==> src/sv/tlptm_ram.sv <==
// Generic simple dual-port RAM with one write port and a registered read port.
`default_nettype none

module tlptm_ram #(
	parameter int WIDTH = 8,
	parameter int DEPTH = 64
) (
	input  wire logic                                  clk,
	input  wire logic                                  wr_en,
	input  wire logic [(DEPTH > 1 ? $clog2(DEPTH) : 1)-1:0] wr_addr,
	input  wire logic [WIDTH-1:0]                      wr_data,
	input  wire logic                                  rd_en,
	input  wire logic [(DEPTH > 1 ? $clog2(DEPTH) : 1)-1:0] rd_addr,
	output logic      [WIDTH-1:0]                      rd_data
);

	logic [WIDTH-1:0] mem_q [DEPTH];
	logic [WIDTH-1:0] rd_data_q;

	always_ff @(posedge clk) begin
		if (wr_en) begin
			mem_q[wr_addr] <= wr_data;
		end
		if (rd_en) begin
			rd_data_q <= mem_q[rd_addr];
		end
	end

	assign rd_data = rd_data_q;

endmodule

`default_nettype wire

==> config.mk <==
export PLATFORM = sky130hd
export DESIGN_NAME = tlptm_ram
export DESIGN_NICKNAME = d
export VERILOG_FILES = /design/src/sv/tlptm_ram.sv
export SDC_FILE = /design/constraint.sdc
export NUM_CORES = 1
export LEC_CHECK = 0
export ABC_AREA = 1
export BUFFER_PORTS_ARGS = -buffer_cell sky130_fd_sc_hd__buf_2
export CAP_MARGIN = 25
export CORE_ASPECT_RATIO = 1.4
export CORE_UTILIZATION = 55
export DETAILED_ROUTE_END_ITERATION = 16
export PLACE_DENSITY_LB_ADDON = 0.12
export SYNTH_ARGS = -nofsm -noshare
export SYNTH_HDL_FRONTEND = slang
export SYNTH_SLANG_ARGS = --single-unit
==> constraint.sdc <==
create_clock -name clk -period 2.8 [get_ports clk]
set_clock_uncertainty 0.05 [all_clocks]
set_input_delay 0.42 -clock clk [delete_from_list [all_inputs] [get_ports clk]]
set_output_delay 0.42 -clock clk [all_outputs]
set_load 0.01 [all_outputs]
==> results of run 1 <==
[cell usage in the layout, fill, tap and decap left out]
master,count
clkinvlp_4,6
inv_2,1
clkinv_2,12
diode_2,1
nor4_1,8
nand4_1,9
inv_4,1
nand3_1,439
clkbuf_16,49
nand2_1,648
buf_12,14
buf_16,1
clkbuf_1,8
inv_6,4
buf_4,98
inv_1,9
buf_2,28
bufinv_16,5
clkinv_1,6
buf_6,1
edfxtp_1,520
nor2_1,56
[stage by stage]
| step | worst slack (ns) | cells | hold WS, ns |
|---|---|---|---|
| after floorplan | 0.564 | 1805 | 0.469 |
| after global placement | 0.191 | 2355 | 0.809 |
| after detailed placement | 0.474 | 2356 | 0.814 |
| after CTS | 1.09 | 2445 | 0.208 |
| after global routing | 0.931 | 2445 | 0.213 |
| final | 1.04 | 2446 | 0.223 |
[final timing paths]
| path | from | end | slack (ns) | depth (start not counted) |
|---|---|---|---|---|
| worst max-delay path | rd_addr[0] | rd_data[6]$_DFFE_PP_ | 1.04 | 10 |
| worst min-delay path | rd_en | rd_data[0]$_DFFE_PP_ | 0.22 | 1 |
| worst max register to register | mem_q[39][4]$_DFFE_PP_ | rd_data[4]$_DFFE_PP_ | 1.19 | 8 |
| worst min register to register | mem_q[60][7]$_DFFE_PP_ | rd_data[7]$_DFFE_PP_ | 0.84 | 8 |
[critical path: cells and delay by family]
kind          cells  cell delay [ns]
simple gates      8             0.99
buf+inv           2             0.60
[cell type report]
class | count | area (µm²) | area share
clock buffer | 57 | 1260 | 0.0523
inverter | 12 | 52.6 | 0.00219
timing repair buffer | 142 | 1190 | 0.0497
sequential | 520 | 15600 | 0.650
antenna | 1 | 2.50 | 0.000104
tap | 522 | 653 | 0.0272
clock inverter | 32 | 304 | 0.0127
multi-input combinational | 1160 | 4950 | 0.206
[logic make-up after synthesis]
family | synth area share
simple gates | 0.231
flops | 0.729
buf+inv | 0.0401
[Yosys cell counts (2+ instances only)]
master	count
buf_6	35
nor2_1	56
edfxtp_1	520
inv_1	10
nand2_1	648
nor4_1	8
buf_4	14
nand4_1	9
buf_8	2
buf_1	10
buf_2	37
nand3_1	439
clkbuf_1	15
[power by group]
| part | internal, W | switching [W] | total, W | leakage (nW) |
|---|---|---|---|---|
| Sequential | 0.00863 | 0.0000189 | 0.00865 | 4.69 |
| Clock | 0.00368 | 0.00284 | 0.00652 | 0.755 |
| Combinational | 0.000273 | 0.000768 | 0.00104 | 3.35 |
[flip-flops by register name, indices dropped and copies added, names as in the netlist]
signal and flops:
mem_q 512, rd_data 8
[routing by layer]
layer	GRT usage	part of all wire	wire (µm)	vias to the layer above
met1	0.367	0.39	21600	6852
met2	0.480	0.50	27700	544
li1	-	-	-	6517
met3	0.0419	0.065	3570	112
met4	0.112	0.037	2010	0
met5	0	0	0	-
==> key figures, run 1 <==
Outcome
  – Outcome: finished clean

Worst hold path
  – HP Class: in -> reg

STA
  – Final period utilization: 0.627
  – Final setup violation count: 0
  – RSZ-0062 raised after global routing: false
  – Final slew viol count: 0
  – Slew headroom: 0.300
  – Slew at the pin with the worst max-slew slack: 1.05 ns
  – Final hold vios: 0
  – Fmax: about 570 MHz
  – Fin crit period: 1.76 ns
  – Final setup TNS: 0 ns

GRT
  – Largest net degree at the start of global routing: 146
  – Remaining Overflow, GRT: 0
  – GRT Util Overall: 0.283
  – Vias in the first global route: 13,878
  – First-pass GRT wire length: 82,700 µm
  – Initial antenna violation count: 1

Finish
  – Final Util: 0.626
  – Share of cells above drive strength 1: 0.114
  – # fillers: 3,052
  – Area growth from synthesis to layout: 12.2%
  – Post-Layout Inst Area: 24,000 µm²
  – Final nets: 1,907

Synth
  – Top-area cell type share of the netlist area: 0.729
  – #FFs+latches synth: 520
  – Post-synth EDFFs: 520
  – Post-Syn Nets: 1,828
  – FFs w/ async S/R, synth: 0
  – Syn Inst Count: 1,805
  – Synth top area cells: edfxtp_1 73%, nand2_1 11%, nand3_1 10%
  – Mapped Avg Cell Area: 11.9 µm²
  – Yosys warns: 0
  – Mapped Area: 21,400 µm²
  – Ys flop type: edfxtp_1
  – Post-synthesis sequential area ratio: 0.729
  – Unique masters post-synth: 15
  – Area leader, netlist: edfxtp_1

Clocking
  – Clock sink count: 520
  – CTS H-tree depth: 2
  – Clk slew on worst S/H paths: 0.06 ns
  – Post-CTS resize count: 0
  – Later-pin clock latency in the skew report: 0.58 ns
  – Hold-fix buffers, CTS: 0
  – TritonCTS clock tree: yes
  – Clock root cell: clkbuf_16
  – TritonCTS Buffers: 48
  – Setup repair bufs after CTS: 0
  – Clock tree buffer depth: 3

Drt
  – Via Count: 14,025
  – Routed len/inst: between 20 and 25 µm
  – Routed WL: 54,900 µm
  – Routed Antenna Nets: 0
  – # DRC: 0
  – Iter 0 DRT Violations: 1,316
  – Routed vias/inst: 5.73
  – Drt first pass iters: 5

Worst setup path
  – CP peak stage delay: 0.49 ns
  – Crit. End Element: register
  – CP arrival: 2.14 ns
  – Worst-path maximum fanout: 145
  – Chain of cells forming the critical path: buf_6 -> buf_12 -> nand2_1 -> nand3_1 -> nand3_1 -> nand2_1 -> nand2_1 -> nand3_1 -> nand3_1 -> nand2_1
  – Slowest stage cell on the critical path: buf_12
  – Crit Path Class: in -> reg
  – Startpoint types: input pin
  – Critical Path RT: 3.19 ns

Floorplan
  – Core area: 38,400 µm²
  – Die Ht: 236 µm
  – Die width: around 170 µm
  – Row cnt: 85
  – Die area: 39,700 µm²
  – # IOs: 31
  – Initial Utilization: 0.558

Run
  – Max-cap violations: 0

Place
  – Final Wtd Congestion: 0.860
  – DP Area: 22,500 µm²
  – Post-detail-place hpwl: 32,200 µm
  – # port buffers: 30

Pwr
  – VDD IR max: 505 µV
  – Tot Pwr: around 0.016 W
  – PwrDens: 675 nW/µm²
  – P_leak: ~8.8 nW
Note: power is estimated with default switching activity, not from simulation.
==> inputs of run 2 (changes only) <==
==> constraint.sdc (replaced) <==
create_clock -name clk -period 1.4 [get_ports clk]
set_clock_uncertainty 0.05 [all_clocks]
set_input_delay 0.21 -clock clk [delete_from_list [all_inputs] [get_ports clk]]
set_output_delay 0.21 -clock clk [all_outputs]
set_load 0.01 [all_outputs]
==> key figures, run 2 (synthesis gave the netlist of run 1 again) <==
Outcome
  – Outcome: finished with violations
  – Failing checks: setup timing

GRT
  – GRT Util Overall: 0.282 (-0.00109)
  – Initial antenna violation count: 2 (+1)
  – Vias in the first global route: 14,106 (+1.6%)
  – Remaining Overflow, GRT: 0 (unchanged)
  – First-pass GRT wire length: 83,200 µm (+0.53%)
  – Largest net degree at the start of global routing: 65 (-55%)

Drt
  – Iter 0 DRT Violations: 1,279 (-2.8%)
  – Drt first pass iters: 6 (+1)
  – Routed len/inst: 22.1 µm (-1.3%)
  – Routed Antenna Nets: 0 (unchanged)
  – Via Count: 14,306 (+2.0%)
  – Routed WL: 55,200 µm (+0.58%)
  – # DRC: 0 (unchanged)
  – Routed vias/inst: 5.74 (+0.12%)

Place
  – # port buffers: 30 (unchanged)
  – DP Area: 23,500 µm² (+4.7%)
  – Post-detail-place hpwl: 34,200 µm (+6.2%)
  – Final Wtd Congestion: 0.949 (+10%)

Worst setup path
  – R2R Path End: rd_data[6]$_DFFE_PP_
  – Setup slack, reg-to-reg: -0.01 ns (-1.20 ns)
  – Worst-path maximum fanout: 1 (-99%)
  – CP Buf/Inv Count: 1 (-1)
  – Critical Path RT: 1.14 ns (-2.05 ns)
  – Startpoint types: register
  – Slowest stage cell on the critical path: edfxtp_1
  – CP peak stage delay: 0.49 ns (about the same)
  – Chain of cells forming the critical path: buf_2
  – Crit Path Class: reg -> out
  – Largest delay contributor family on the critical path: flip-flops
  – CP arrival: 1.24 ns (-0.90 ns)
  – Reg2reg start: mem_q[55][6]$_DFFE_PP_
  – Reg2Reg Depth: 8 (unchanged)
  – Crit. End Element: primary output

Pwr
  – PwrDens: 1270 nW/µm² (+88%)
  – VDD IR max: 1300 µV (+160%)
  – P_leak: 9.36 nW (+6.5%)

STA
  – Slew headroom: 0.460 (+0.160)
  – Slew at the pin with the worst max-slew slack: 0.807 ns (-0.243 ns)
  – Final setup violation count: 4 (+4)
  – RSZ-0062 raised after global routing: true
  – Fmax: 665 MHz
  – Fin crit period: 1.50 ns
  – Final hold vios: 0 (unchanged)
  – Hold WS: 0.0321 ns (-0.191 ns)
  – Setup WS post-layout: -0.104 ns (-1.15 ns)
  – Final period utilization: 1.07
  – Final slew viol count: 0 (unchanged)

Run
  – Max-cap violations: 0 (unchanged)

Worst hold path
  – Hold endpoint: mem_q[5][0]$_DFFE_PP_
  – Hold Crit Depth: 1 (unchanged)
  – HP Class: in -> reg
  – Hold path start: wr_data[0]

Floorplan
  – Die Ht: 236 µm (unchanged)
  – Row cnt: 85 (unchanged)
  – Die width: 169 µm (unchanged)
  – Initial Utilization: 0.558 (unchanged)
  – Core area: 38,400 µm² (unchanged)
  – Die area: 39,700 µm² (unchanged)
  – # IOs: 31 (unchanged)

Clocking
  – Clock sink count: 520 (unchanged)
  – Clock root cell: clkbuf_16
  – Clk slew on worst S/H paths: 0.06 ns (about the same)
  – CTS H-tree depth: 2 (unchanged)
  – TritonCTS clock tree: yes
  – TritonCTS Buffers: 47 (-2.1%)
  – Setup repair bufs after CTS: 0 (unchanged)
  – Clock tree buffer depth: 3 (unchanged)
  – Later-pin clock latency in the skew report: 0.57 ns (about the same)

Finish
  – Max FFs per register: 512 (unchanged)
  – Share of cells above drive strength 1: 0.226 (+0.112)
  – Top reg by flops: mem_q
  – Most frequent cells in the layout: 612 x nand2_1, 520 x edfxtp_1, 331 x nand3_1
  – Final nets: 1,956 (+2.6%)
  – Area growth from synthesis to layout: 20.1%
  – Commonest non-fill, non-tap cell in the layout: nand2_1
  – Post-Layout Inst Area: 25,700 µm² (+7.1%)
==> run 2: final cells by class <==
| type | instances | area [µm²] |
|---|---|---|
| timing repair buffer | 192 | 1980 |
| tap | 522 | 653 |
| sequential | 520 | 15600 |
| inverter | 12 | 71.3 |
| antenna | 2 | 5.00 |
| fill | 2818 | 12700 |
| clock buffer | 58 | 1260 |
| multi-input combinational | 1160 | 5890 |
| clock inverter | 26 | 249 |
==> run 2: power breakdown <==
group          total [W]  internal (W)  switching, W
Sequential        0.0173        0.0173     0.0000456
Combinational    0.00264      0.000872       0.00177
Clock             0.0128       0.00730       0.00548
Total             0.0327        0.0254       0.00729
==> run 2: layer usage <==
layer	GRT usage	routed length (µm)	vias up
li1	-	-	6616
met1	0.365	21500	7081
met2	0.483	28500	508
met3	0.0393	3310	99
met4	0.107	1900	2
met5	0	13	-
==> run 2: worst max-delay path by stage <==
stage	startpoint	endpoint	slack, ns	cells past startpoint
5_1_grt	rd_data[4]$_DFFE_PP_	rd_data[4]	-0.13	1
3_3_place_gp	rd_addr[0]	rd_data[2]$_DFFE_PP_	-0.55	12
4_1_cts	rd_data[4]$_DFFE_PP_	rd_data[4]	-0.11	1
3_5_place_dp	rd_addr[0]	rd_data[2]$_DFFE_PP_	-0.54	12
6_report	rd_data[4]$_DFFE_PP_	rd_data[4]	-0.10	1
2_1_floorplan	wr_en	mem_q[48][0]$_DFFE_PP_	-0.41	3
==> run 2: per-stage QoR <==
stage               TNS (ns)  total power [W]  std cells  worst slack [ns]   util
floorplan            -138.73           0.0189       1805            -0.413      -
global placement      -80.53           0.0200       2405            -0.546  0.613
detailed placement    -84.19           0.0200       2405            -0.540  0.613
CTS                   -0.261           0.0327       2490            -0.112  0.655
global route          -0.522           0.0336       2490            -0.127  0.670
finish                -0.264           0.0327       2492            -0.104  0.670
==> run 2: repair_timing <==
action,in CTS,in global routing
hold buffers,1,0
gates resized for setup,26,128
endpoints found under the hold margin,8,0
endpoints found under the setup margin,11,15
pin swaps,3,49
==> inputs of run 3 (changes only) <==
--- a/config.mk
+++ b/config.mk
@@ -12,6 +12,7 @@
 export CORE_UTILIZATION = 55
 export DETAILED_ROUTE_END_ITERATION = 16
 export PLACE_DENSITY_LB_ADDON = 0.12
+export RECOVER_POWER = 50
 export SYNTH_ARGS = -nofsm -noshare
 export SYNTH_HDL_FRONTEND = slang
 export SYNTH_SLANG_ARGS = --single-unit
==> key figures, run 3 (synthesis gave the netlist of run 1 again) <==
Pwr
  – Clk pwr share: 0.391 (about the same)
  – P_int: 0.0254 W (about the same)
  – PwrDens: 1280 nW/µm² (+0.38%)
  – Sw Share: 0.223 (+0.000335)
  – Logic gate share of total power: 0.080 (about the same)
  – Net switching power: 0.00730 W (+0.10%)
  – VDD IR max: 1300 µV (-0.15%)
  – Reg power frac: 0.529 (about the same)
  – P_leak: 9.31 nW (-0.48%)

Clocking
  – Clk slew on worst S/H paths: 0.07 ns (about the same)
  – Later-pin clock latency in the skew report: 0.56 ns (about the same)
  – TritonCTS Buffers: 47 (unchanged)
  – Clock sink count: 520 (unchanged)
  – TritonCTS clock tree: yes
  – Clock tree buffer depth: 3 (unchanged)
  – CTS H-tree depth: 2 (unchanged)
  – Clock root cell: clkbuf_16
  – Setup repair bufs after CTS: 0 (unchanged)

GRT
  – GRT Util Overall: 0.282 (unchanged)
  – Remaining Overflow, GRT: 0 (unchanged)
  – First-pass GRT wire length: 83,200 µm (unchanged)
  – Initial antenna violation count: 2 (unchanged)
  – Vias in the first global route: 14,106 (unchanged)
  – Largest net degree at the start of global routing: 65 (unchanged)

STA
  – Final slew viol count: 65 (+65)
  – Final hold vios: 0 (unchanged)
  – Slew headroom: -0.0450 (-0.505)
  – RSZ-0062 raised after global routing: true
  – Final setup violation count: 4 (unchanged)
  – Hold WS: 0.114 ns (+0.0821 ns)
  – Final period utilization: 1.08 (+0.00226)
  – Fmax: 663 MHz (-0.21%)
  – Setup WS post-layout: -0.107 ns (-0.00316 ns)
  – Slew at the pin with the worst max-slew slack: 1.57 ns (+0.761 ns)
  – Fin crit period: 1.51 ns (+0.00316 ns)

Place
  – Placed cells: 2,405 (unchanged)
  – Post-detail-place hpwl: 34,200 µm (unchanged)
  – DP Area: 23,500 µm² (unchanged)
  – # port buffers: 30 (unchanged)
  – Final Wtd Congestion: 0.949 (unchanged)

Finish
  – Final nets: 1,956 (unchanged)
  – Final Util: 0.667 (-0.00287)
  – Final Non-Filler Cells: 2,491 (-0.040%)
  – Seq. cell area: 15,600 µm² (unchanged)
  – # fillers: 2,834 (+0.57%)
  – Share of cells above drive strength 1: 0.225 (-0.00102)
  – Commonest non-fill, non-tap cell in the layout: nand2_1
  – Max FFs per register: 512 (unchanged)
  – Post-Layout Inst Area: 25,600 µm² (-0.43%)
  – Area growth from synthesis to layout: 19.6%
  – Top reg by flops: mem_q
  – Multi-input gate area: 5890 µm² (unchanged)
  – Most frequent cells in the layout: 612 x nand2_1, 520 x edfxtp_1, 331 x nand3_1

Worst setup path
  – CP peak stage delay: 0.48 ns (about the same)
  – Worst-path maximum fanout: 1 (unchanged)
  – Reg2reg start: mem_q[55][6]$_DFFE_PP_
  – Startpoint types: register
  – Crit Path Class: reg -> out
  – Chain of cells forming the critical path: buf_2
  – CP arrival: 1.25 ns (about the same)
  – Reg2Reg Depth: 8 (unchanged)
  – Critical Path RT: 1.14 ns (about the same)
  – Stages on worst setup path: 1 (unchanged)
  – Slowest stage cell on the critical path: edfxtp_1
  – Largest delay contributor family on the critical path: flip-flops
  – CP Launch Point: rd_data[7]$_DFFE_PP_
  – CP Buf/Inv Count: 1 (unchanged)
  – Crit. End Element: primary output

Outcome
  – Outcome: finished with violations
  – Failing checks: capacitance limit, slew limit, setup timing

Floorplan
  – Row cnt: 85 (unchanged)
  – Die area: 39,700 µm² (unchanged)
  – # IOs: 31 (unchanged)
  – Initial Utilization: 0.558 (unchanged)
  – Core area: 38,400 µm² (unchanged)
  – Die width: 169 µm (unchanged)
  – Die Ht: 236 µm (unchanged)

Drt
  – Routed WL: 55,400 µm (+0.31%)
  – Routed len/inst: 22.2 µm (+0.35%)
  – Iter 0 DRT Violations: 1,297 (+1.4%)
  – Drt first pass iters: 6 (unchanged)
  – Via Count: 14,337 (+0.22%)
  – Routed vias/inst: 5.76 (+0.26%)
  – # DRC: 0 (unchanged)
  – Routed Antenna Nets: 0 (unchanged)

Worst hold path
  – HP Class: in -> reg
  – Hold path start: rd_addr[4]
  – Hold Crit Depth: 4 (+3)

Run
  – Max-cap violations: 1 (+1)
## run 3: cell count changes in the layout (fill, tap and decap cells not counted)
cell and change:
buf_12 -8, diode_2 -1, clkbuf_1 +2, clkbuf_4 +6
buf_2 -1, clkbuf_2 +1
## run 3: final timing paths
kind	endpoint	slack (ns)
worst max-delay path	rd_data[7]	-0.11
worst min-delay path	rd_data[1]$_DFFE_PP_	0.11
worst max register to register	rd_data[6]$_DFFE_PP_	-0.01
worst min register to register	rd_data[3]$_DFFE_PP_	0.86
## run 3: power by group through the flow
stage               combinational (W)  sequential (W)  clock, W
floorplan                     0.00129          0.0176         0
global placement              0.00238          0.0176         0
detailed placement            0.00242          0.0176         0
CTS                           0.00246          0.0173    0.0129
global route                  0.00279          0.0173    0.0135
finish                        0.00260          0.0173    0.0128
## run 3: layout make-up
cell class,count,area share
flip-flops and latches,520,0.610
multi-input cells,1160,0.230
repair buffers,192,0.0733
clock buffers,58,0.0492
well taps,522,0.0255
clock inverters,26,0.00972
inverters,12,0.00278
diodes,1,0.0000977
## run 3: per-stage QoR
step / worst slack (ns) / setup TNS, ns / power [W]
detailed placement: -0.540 / -84.19 / 0.0200
global route: -0.127 / -2.52 / 0.0336
CTS: -0.112 / -0.261 / 0.0327
global placement: -0.546 / -80.53 / 0.0200
floorplan: -0.413 / -138.73 / 0.0189
finish: -0.107 / -0.281 / 0.0327
## run 3: per-layer routing
layer | routed length [µm] | GRT usage | up-vias
met2 | 28400 | 0.483 | 523
li1 | - | - | 6616
met5 | 13 | 0 | -
met4 | 1950 | 0.107 | 2
met1 | 21700 | 0.365 | 7095
met3 | 3290 | 0.0393 | 101
## run 3: timing repair
action	in CTS	in global routing
endpoints found under the setup margin	11	15
pin swaps	3	49
cloned	0	0
resized for setup	26	128
hold buffers	1	0
hold endpoints to repair	8	0
